--- config.mk ---
export PLATFORM = sky130hd
export DESIGN_NAME = dotted_quad_ipv4_parser_top
export DESIGN_NICKNAME = d
export VERILOG_FILES = /design/src/hw/rtl/dqp_pkg.sv /design/src/hw/rtl/dqp_step.sv /design/src/hw/rtl/dotted_quad_ipv4_parser_top.sv
export SDC_FILE = /design/constraint.sdc
export NUM_CORES = 1
export LEC_CHECK = 0
export ABC_AREA = 0
export BUFFER_PORTS_ARGS = -buffer_cell sky130_fd_sc_hd__buf_2
export CORE_MARGIN = 4
export CORE_UTILIZATION = 59
export CTS_CLUSTER_DIAMETER = 120
export DETAILED_ROUTE_END_ITERATION = 10
export PLACE_DENSITY = 0.8
export SLEW_MARGIN = 20
export SYNTH_ARGS = -nofsm -noshare
export SYNTH_HDL_FRONTEND = slang
export SYNTH_SLANG_ARGS = --single-unit
--- constraint.sdc ---
create_clock -name aclk -period 4.8 [get_ports aclk]
set_input_delay 0 -clock aclk [delete_from_list [all_inputs] [get_ports aclk]]
set_output_delay 0 -clock aclk [all_outputs]
set_load 0.01 [all_outputs]
--- src/hw/rtl/dqp_pkg.sv ---
package dqp_pkg;

    // Longest field, prefix included
    localparam int unsigned MAX_FIELD_CHARS = 11;

    localparam int unsigned CHAR_W   = 8;
    localparam int unsigned ADDR_W   = 32;
    localparam int unsigned OCTET_W  = 9;
    localparam int unsigned COUNT_W  = 4;
    localparam int unsigned INDEX_W  = 2;

    localparam logic [CHAR_W-1:0] CHAR_NUL   = 8'h00;
    localparam logic [CHAR_W-1:0] CHAR_DOT   = 8'h2E;
    localparam logic [CHAR_W-1:0] CHAR_ZERO  = 8'h30;
    localparam logic [CHAR_W-1:0] CHAR_NINE  = 8'h39;
    localparam logic [CHAR_W-1:0] CHAR_UC_A  = 8'h41;
    localparam logic [CHAR_W-1:0] CHAR_UC_F  = 8'h46;
    localparam logic [CHAR_W-1:0] CHAR_UC_X  = 8'h58;
    localparam logic [CHAR_W-1:0] CHAR_LC_A  = 8'h61;
    localparam logic [CHAR_W-1:0] CHAR_LC_F  = 8'h66;
    localparam logic [CHAR_W-1:0] CHAR_LC_X  = 8'h78;

    localparam logic [OCTET_W-1:0] OCTET_SAT = 9'd256;
    localparam logic [INDEX_W-1:0] LAST_FIELD = 2'd3;

    localparam logic [COUNT_W-1:0] MAX_CHARS = COUNT_W'(MAX_FIELD_CHARS);

    typedef struct packed {
        logic [ADDR_W-1:0]  partial_address;
        logic [OCTET_W-1:0] octet_value;
        logic [COUNT_W-1:0] field_chars;
        logic [INDEX_W-1:0] field_index;
        logic               hex_mode;
        logic               error_seen;
    } dqp_state_t;

    typedef struct packed {
        logic              valid;
        logic [ADDR_W-1:0] address;
        logic              status;
    } dqp_result_t;

endpackage

--- src/hw/rtl/dqp_step.sv ---
module dqp_step (
    input  logic [7:0]          char_in,
    input  dqp_pkg::dqp_state_t state_cur,
    output dqp_pkg::dqp_state_t state_next,
    output dqp_pkg::dqp_result_t result
);
    import dqp_pkg::*;

    logic              digit_ok;
    logic [3:0]        digit;
    logic              field_good;
    logic              is_x;
    logic [12:0]       scaled;
    logic [12:0]       accum;
    logic [OCTET_W-1:0] octet_upd;
    logic [ADDR_W-1:0] octet_placed;

    // Decode one digit in the current base
    always_comb begin
        digit_ok = 1'b0;
        digit    = 4'd0;
        if (char_in >= CHAR_ZERO && char_in <= CHAR_NINE) begin
            digit_ok = 1'b1;
            digit    = char_in[3:0];
        end else if (state_cur.hex_mode &&
                     ((char_in >= CHAR_LC_A && char_in <= CHAR_LC_F) ||
                      (char_in >= CHAR_UC_A && char_in <= CHAR_UC_F))) begin
            digit_ok = 1'b1;
            digit    = char_in[3:0] + 4'd9;
        end
    end

    assign is_x = (char_in == CHAR_LC_X) || (char_in == CHAR_UC_X);

    assign field_good = (state_cur.field_chars != '0) &&
                        !(state_cur.hex_mode && state_cur.field_chars == 4'd2) &&
                        !state_cur.octet_value[OCTET_W-1];

    // Shift-add for times ten, plain shift for times sixteen
    always_comb begin
        if (state_cur.hex_mode) begin
            scaled = {state_cur.octet_value, 4'b0000};
        end else begin
            scaled = {1'b0, state_cur.octet_value, 3'b000} +
                     {3'b000, state_cur.octet_value, 1'b0};
        end
        accum     = scaled + {9'd0, digit};
        octet_upd = (accum > 13'(OCTET_SAT)) ? OCTET_SAT : accum[OCTET_W-1:0];
    end

    always_comb begin
        unique case (state_cur.field_index)
            2'd0:    octet_placed = {state_cur.octet_value[7:0], 24'd0};
            2'd1:    octet_placed = {8'd0, state_cur.octet_value[7:0], 16'd0};
            2'd2:    octet_placed = {16'd0, state_cur.octet_value[7:0], 8'd0};
            default: octet_placed = {24'd0, state_cur.octet_value[7:0]};
        endcase
    end

    always_comb begin
        state_next     = state_cur;
        result.valid   = 1'b0;
        result.address = '0;
        result.status  = 1'b1;
        priority if (char_in == CHAR_NUL) begin
            result.valid = 1'b1;
            if (!state_cur.error_seen) begin
                if (state_cur.field_index == '0 && state_cur.field_chars == '0) begin
                    result.status = 1'b0;
                end else if (state_cur.field_index == LAST_FIELD && field_good) begin
                    result.address = state_cur.partial_address | octet_placed;
                    result.status  = 1'b0;
                end
            end
            state_next = '0;
        end else if (state_cur.error_seen) begin
            state_next = state_cur;
        end else if (char_in == CHAR_DOT) begin
            if (!field_good || state_cur.field_index == LAST_FIELD) begin
                state_next.error_seen = 1'b1;
            end else begin
                state_next.partial_address = state_cur.partial_address | octet_placed;
                state_next.field_index     = state_cur.field_index + 2'd1;
                state_next.octet_value     = '0;
                state_next.field_chars     = '0;
                state_next.hex_mode        = 1'b0;
            end
        end else if (state_cur.field_chars >= MAX_CHARS) begin
            state_next.error_seen = 1'b1;
        end else if (is_x && state_cur.field_chars == 4'd1 &&
                     state_cur.octet_value == '0 && !state_cur.hex_mode) begin
            state_next.hex_mode    = 1'b1;
            state_next.field_chars = state_cur.field_chars + 4'd1;
        end else if (!digit_ok) begin
            state_next.error_seen = 1'b1;
        end else begin
            state_next.octet_value = octet_upd;
            state_next.field_chars = state_cur.field_chars + 4'd1;
        end
    end

endmodule

--- src/hw/rtl/dotted_quad_ipv4_parser_top.sv ---
// Dotted-quad IPv4 text parser, one ASCII character per transfer.
// A terminator's result passes through the input register, then the state update
// into the result register.
// Throughput: one character per cycle while the result register is empty or m_tready is high.
// Reset: aresetn is synchronous and active low; it clears the parse state
// and both valid flags, so no result is pending after reset.
module dotted_quad_ipv4_parser_top (
    input  logic        aclk,
    input  logic        aresetn,
    input  logic        s_tvalid,
    output logic        s_tready,
    input  logic [7:0]  s_tdata,   // [7:0] char_in
    output logic        m_tvalid,
    input  logic        m_tready,
    output logic [31:0] m_tdata,   // [31:0] address
    output logic        m_tuser    // [0] status
);
    import dqp_pkg::*;

    // Input register stage
    logic              in_valid_reg, in_valid_next;
    logic [CHAR_W-1:0] in_char_reg, in_char_next;

    // Parse state
    dqp_state_t  state_reg, state_next;
    dqp_state_t  step_state;
    dqp_result_t step_result;

    // Result register stage
    logic              out_valid_reg, out_valid_next;
    logic [ADDR_W-1:0] out_addr_reg, out_addr_next;
    logic              out_status_reg, out_status_next;

    logic advance;

    // Advance the held character when the result register can take its outcome
    assign advance  = in_valid_reg && (!out_valid_reg || m_tready);
    assign s_tready = !in_valid_reg || advance;

    dqp_step u_step (
        .char_in    (in_char_reg),
        .state_cur  (state_reg),
        .state_next (step_state),
        .result     (step_result)
    );

    always_comb begin
        in_valid_next = in_valid_reg;
        in_char_next  = in_char_reg;
        if (s_tready) begin
            in_valid_next = s_tvalid;
            in_char_next  = s_tdata;
        end
    end

    always_comb begin
        state_next      = state_reg;
        out_valid_next  = out_valid_reg;
        out_addr_next   = out_addr_reg;
        out_status_next = out_status_reg;
        if (advance) begin
            state_next      = step_state;
            out_valid_next  = step_result.valid;
            out_addr_next   = step_result.address;
            out_status_next = step_result.status;
        end else if (m_tready) begin
            // Drop the result once it has been taken
            out_valid_next = 1'b0;
        end
    end

    always_ff @(posedge aclk) begin
        if (!aresetn) begin
            in_valid_reg  <= 1'b0;
            out_valid_reg <= 1'b0;
            state_reg     <= '0;
        end else begin
            in_valid_reg  <= in_valid_next;
            out_valid_reg <= out_valid_next;
            state_reg     <= state_next;
        end
    end

    // Payload registers hold without reset
    always_ff @(posedge aclk) begin
        in_char_reg    <= in_char_next;
        out_addr_reg   <= out_addr_next;
        out_status_reg <= out_status_next;
    end

    assign m_tvalid = out_valid_reg;
    assign m_tdata  = out_addr_reg;
    assign m_tuser  = out_status_reg;

    // A malformed string always reports a zero address
    a_err_zero: assert property (@(posedge aclk) disable iff (!aresetn)
        (m_tvalid && m_tuser) |-> (m_tdata == '0))
        else $error("error result carries a non-zero address");

    // A processed terminator leaves the parse state fully cleared
    a_term_clear: assert property (@(posedge aclk) disable iff (!aresetn)
        (advance && in_char_reg == CHAR_NUL) |=> (state_reg == '0))
        else $error("parse state not cleared after terminator");

    // The field length never exceeds its limit
    a_chars_max: assert property (@(posedge aclk) disable iff (!aresetn)
        state_reg.field_chars <= MAX_CHARS)
        else $error("field character count beyond limit");

    // The octet accumulator saturates at 256
    a_octet_sat: assert property (@(posedge aclk) disable iff (!aresetn)
        state_reg.octet_value <= OCTET_SAT)
        else $error("octet accumulator beyond saturation value");

    // A result only appears after a terminator has been processed
    a_out_cause: assert property (@(posedge aclk) disable iff (!aresetn)
        $rose(m_tvalid) |-> $past(advance && in_char_reg == CHAR_NUL))
        else $error("result without terminator");

endmodule

After elaboration in Yosys (flattened, before gate mapping)
Cells that the tools add are included.
{ "totals": {"word_cells": 111, "out_inout_bits": 35, "register_bits": 92} }
{ "op_classes": {"n_lt_le_gt_ge": 8, "bitwise": 3, "n_eq_ne": 13, "add_sub_neg": 5, "reduce_logical": 40, "n_mux": 31} }
{ "op_table": {"columns": ["op", "count"], "rows": [
  ["$mux 49", 2],
  ["$pmux 32 s3", 1],
  ["$mux 33", 2],
  ["$mux 32", 2],
  ["$mux 13", 4],
  ["$mux 48", 1],
  ["$mux 34", 1],
  ["$or 32x32->32", 1],
  ["$mux 9", 2],
  ["$eq 8x7->1 const B", 2],
  ["$ge 8x7->1 const B", 2],
  ["$le 8x7->1 const B", 2],
  ["$add 12x10->13", 1],
  ["$add 13x4->13", 1],
  ["$gt 13x9->1 const B", 1],
  ["$logic_and 1x1->1", 13],
  ["$mux 4", 3],
  ["$mux 1", 11],
  ["$reduce_and 5->1", 2],
  ["$logic_not 9->1", 1],
  ["$eq 8x6->1 const B", 1],
  ["$ge 8x6->1 const B", 1],
  ["$le 8x6->1 const B", 1],
  ["$logic_not 8->1", 1],
  ["other kinds (24)", 41]
]} }

Logic depth before layout (Yosys ltp)
{ "depth": {"ltp_word": 15, "ltp_mapped": 16, "ltp_nobuf": 16} }

Modules after synthesis
From an unflattened synthesis, not the netlist that was laid out.
{ "unflattened": {"cells_unflattened": 611, "hier_area_um2": 5506.5} }
{ "by_module_without_submodules": {"columns": ["module", "seq_area_each_um2", "instances", "cells_per_inst", "area_per_inst_um2"], "rows": [
  ["dotted_quad_ipv4_parser_top", 2252.2, 1, 263, 3314.4],
  ["dqp_step", 0.0, 1, 348, 2192.1]
]} }

Worst setup path before layout
No wires, ideal clock.
{ "synth_path": {"kind": "reg-to-reg", "startpoint": "register in_char_reg[3]", "endpoint": "register state_reg[12] (netlist name)", "t_arrival_ns": 3.596, "path_slack_ns": 1.103, "path_stages_with_launch": 15, "synth_period_minus_slack_ns": 3.697, "setup_ns": 0.101, "path_buffers": 0, "path_cell_list": "edfxtp_1 or2_2 nor4_1 nor2b_1 o21ai_0 o21ai_0 inv_1 fa_1 nor2b_1 o21bai_4 or2_1 a221oi_2 xor2_1 inv_2 o41ai_1"} }
{ "synth_via": {"elab_chain_cells": 15, "word_cells_on_any_way": 39, "classes_between": "add/sub: 2; order compare: 7; eq/ne: 7; mux: 11; reduce/logical: 12"} }
{ "synth_rtl": {"columns": ["element", "line", "text"], "rows": [
  ["start: declaration", "dotted_quad_ipv4_parser_top.sv:22", "logic [CHAR_W-1:0] in_char_reg, in_char_next;"],
  ["start signal: assignment", "dotted_quad_ipv4_parser_top.sv:86", "in_char_reg <= in_char_next;"],
  ["$ge 8x7->1, or another cell as far along", "dqp_step.sv:26", "((char_in >= CHAR_LC_A && char_in <= CHAR_LC_F) ||"],
  ["$logic_and 1x1->1 (on tied branches)", "dqp_step.sv:26, dqp_step.sv:27", null],
  ["$logic_or 1x1->1", "dqp_step.sv:26", null],
  ["$logic_and 1x1->1", "dqp_step.sv:25", "end else if (state_cur.hex_mode &&"],
  ["$mux 4", "dqp_step.sv:25", null],
  ["$mux 4", "dqp_step.sv:22", "if (char_in >= CHAR_ZERO && char_in <= CHAR_NINE) begin"],
  ["$add 13x4->13", "dqp_step.sv:47", "accum = scaled + {9'd0, digit};"],
  ["$gt 13x9->1", "dqp_step.sv:48", "octet_upd = (accum > 13'(OCTET_SAT)) ? OCTET_SAT : accum[OCTET_W-1:0];"],
  ["$mux 9", "dqp_step.sv:48", null],
  ["$mux 13", "dqp_step.sv:94", "end else if (!digit_ok) begin"],
  ["$mux 9", "dqp_step.sv:90", "end else if (is_x && state_cur.field_chars == 4'd1 &&"],
  ["$mux 13", "dqp_step.sv:88", "end else if (state_cur.field_chars >= MAX_CHARS) begin"],
  ["$mux 13", "dqp_step.sv:78", "end else if (char_in == CHAR_DOT) begin"],
  ["$mux 49", "dqp_step.sv:76", "end else if (state_cur.error_seen) begin"],
  ["$mux 49", "dqp_step.sv:65", "priority if (char_in == CHAR_NUL) begin"],
  ["end signal: assignment", "dotted_quad_ipv4_parser_top.sv:80", "state_reg <= state_next;"],
  ["end: declaration", "dotted_quad_ipv4_parser_top.sv:25", "dqp_state_t state_reg, state_next;"]
]} }
Parallel ways exist; a longest one is shown, timed or not. The select of a mux whose other input is x is not followed.
A chain may end at the register's enable or synchronous reset.

Final worst setup path
Same ends and word-level chain as after synthesis.

==> impl_metrics.yaml <==
place:
  place.gp.congestion: 0.895
  dp_hpwl_mm: 7.24
  pre_cts_slack_ns: 0.649
  port_buffers: 46
timing:
  fin_crit_ns: 4.22
  fmaxAchievable_ghz: 0.237
  maxSlewViolCount: 0
  tns_ns: 0
  rsz0062_at_grt: "false"
  hold_viol_final: 0
  slew_headroom_pct: 30.5
  setup_viol: 0
  timing.final.crit_share_pct: 87.8
  setup_ws_ns: 0.584
  tightest_slew_ns: 1.04
  fin_skew_ns: 0.0130
synthesis:
  yosys.area.top_type: "edfxtp_1"
  yosys-top-cells-count: "nor2_1, a21oi_1, dfxtp_1"
  ys_types: 68
  ys_warn_count: 0
  synthFlopType: "dfxtp_1"
  synth_seq_area_share_pct: 47.2
  postSynthAreaPerCell_sq_um: 9.52
  ys_ff_latch: 92
  syn_inst: 501
  synth_edf_count: 41
  synth.cell_area_sq_mm: 0.00477
  synth_async_sr_flop_share_pct: 0
  synth_most_common_cell: "nor2_1"
  syn_nets: 539
  yosysTopAreaCellShare_pct: 25.8
  ys_top_cells_by_area: "edfxtp_1, dfxtp_1, a21oi_1"
routing:
  ant_nets: 0
  drt-pass1-iter-count: 5
  vias_per_cell: 5.92
  initialDrtViolationCount: 347
  wl_per_cell_um: 16.3
  vias: 3840
  drcViolationCount: 0
  drt_wl_total_mm: 10.6
global_route:
  grt_first_pass_wirelength_mm: 17.7
  grt_pass1_vias: 3610
  overflow: 0
  antenna_found_initial: 0
  grt_util_all_layers_pct: 22.7
  grt_max_degree: 43
cts:
  root_buffer: "clkbuf_8"
  cts_tree: "yes"
  cts.path.max_buffers: 2
  post_cts_buffers: 0
  path_clk_slew_ns: 0.10
  clock-sinks: 92
  htreeDepth: 3
  post_cts_resized: 0
  insertion_delay_ns: 0.37
  cts_buffers: 9
  ctsHoldBuffers: 11
worst_hold_path:
  hold_path_end: "m_tvalid"
  whs_path_depth: 4
  holdCritStartpoint: "m_tready"
  min_path_type: "in -> reg"
status:
  outcome: "complete, no violations"
critical_path:
  required_ns: 5.05
  crit_path_max_fanout: 6
  r2r_end: "state_reg[12]"
  worstRegToRegCells: 14
  critPathLaunchType: "flop"
  cp.arrival_ns: 4.47
  slowest_delay_ns: 0.64
  reg2reg_from: "in_char_reg[3]"
  cp-end-kind: "flop"
  cp_cell_sequence: "or2_2 -> nor4_1 -> nor2b_1 -> o21ai_0 -> o21ai_0 -> inv_1 -> fa_1 -> nor2b_1 -> o21bai_4 -> or2_1 -> a221oi_2 -> xor2_1 -> inv_2 -> o41ai_1"
  crit_path_top_delay_cell: "nor4_1"
  critPathKind: "reg -> reg"
  r2r_slack_ns: 0.58
finish:
  diodes: 0
  drive_above_1_share_pct: 14.4
  num-fill-cells: 609
  largest_reg_flops: 49
  nNetsFinal: 580
  syn2layout_area_growth_pct: 11.6
flow_run:
  drv_cap: 0
floorplanning:
  core-area_sq_mm: 0.00781
  start_util_pct: 61.1
  die-area_sq_mm: 0.00958
  io_pins: 47
  die_h_um: 97.9
  die_x_um: 97.9
  core.rowCount: 32
power:
  power_w: 0.00142
  power.density_mw_per_mm2: 267
  power.leakage_nw: 2.13
  peakVddDrop_v: 0.000221
## logic make-up after synthesis
kind of cell / count (synthesis) / synth area share [%]
flops: 92 / 47.2
mux: 6 / 1.26
fa+ha+maj: 26 / 7.14
simple gates: 178 / 18.3
buf+inv: 44 / 4.25
compound gates: 141 / 19.2
xor+xnor: 14 / 2.57
## final cells by class
| type | count | area, sq um | area share [%] |
|---|---|---|---|
| inverters | 14 | 52.6 | 0.988 |
| repair buffers | 60 | 363 | 6.82 |
| multi-input cells | 365 | 2320 | 43.5 |
| clock buffers | 9 | 124 | 2.33 |
| clock inverters | 7 | 83.8 | 1.58 |
| flip-flops and latches | 92 | 2250 | 42.3 |
| well taps | 102 | 128 | 2.40 |
## worst max-delay path: cells and delay by family (launching register included)
kind	cells	cell delay, ns
AOI/OAI and AO/OA	5	0.92
and+or+nand+nor	5	1.65
DFF	1	0.45
xor gates and xnor gates	1	0.43
adders and majority gates	1	0.46
buffers and inverters	2	0.21
## per-layer routing
metal,vias to the layer above,track usage [%],routed length (um)
met2,152,35.7,4820
met1,1777,30.7,4760
met3,30,5.64,742
met5,-,0,0
li1,1881,-,-
met4,0,7.67,254
## cells in the final DEF (no fill, tap or decap), drive strengths merged, types with 8 or more instances in the layout
master	netlist	final
o21ai	11	11
a21oi	81	81
and3	8	8
dlygate4sd3	0	11
nand2	30	30
clkbuf	17	9
xnor2	11	11
buf	13	49
inv	14	16
nor2b	9	9
ha	24	24
edfxtp	41	41
dfxtp	51	51
nor2	82	82
## metrics by stage
step           utilization, %  area, sq um  hold slack, ns  instances
2_1_floorplan               -         4770          0.0989        501
3_3_place_gp             64.1         5000           0.176        622
3_5_place_dp             64.1         5000           0.178        622
4_1_cts                  68.1         5320          0.0880        649
5_1_grt                  68.1         5320           0.153        649
6_report                 68.1         5320          0.0977        649
## where the power goes
part	internal (W)	switching, W	total (W)
combinational	0.0000206	0.0000281	0.0000487
sequential	0.000821	0.00000633	0.000827
clock	0.000248	0.000294	0.000542
total	0.00109	0.000328	0.00142
## worst max path at each step
stage,start,endpoint,slack (ns),cells after the start
global route,in_char_reg[0],state_reg[12],0.22,16
finish,in_char_reg[3],state_reg[12],0.58,14
CTS,in_char_reg[3],state_reg[12],0.61,14
detailed placement,in_char_reg[3],state_reg[12],0.65,14
floorplan,in_char_reg[3],state_reg[12],1.10,14
global placement,in_char_reg[3],state_reg[13],0.82,14
No activity file was read; power rests on OpenSTA's default activity.
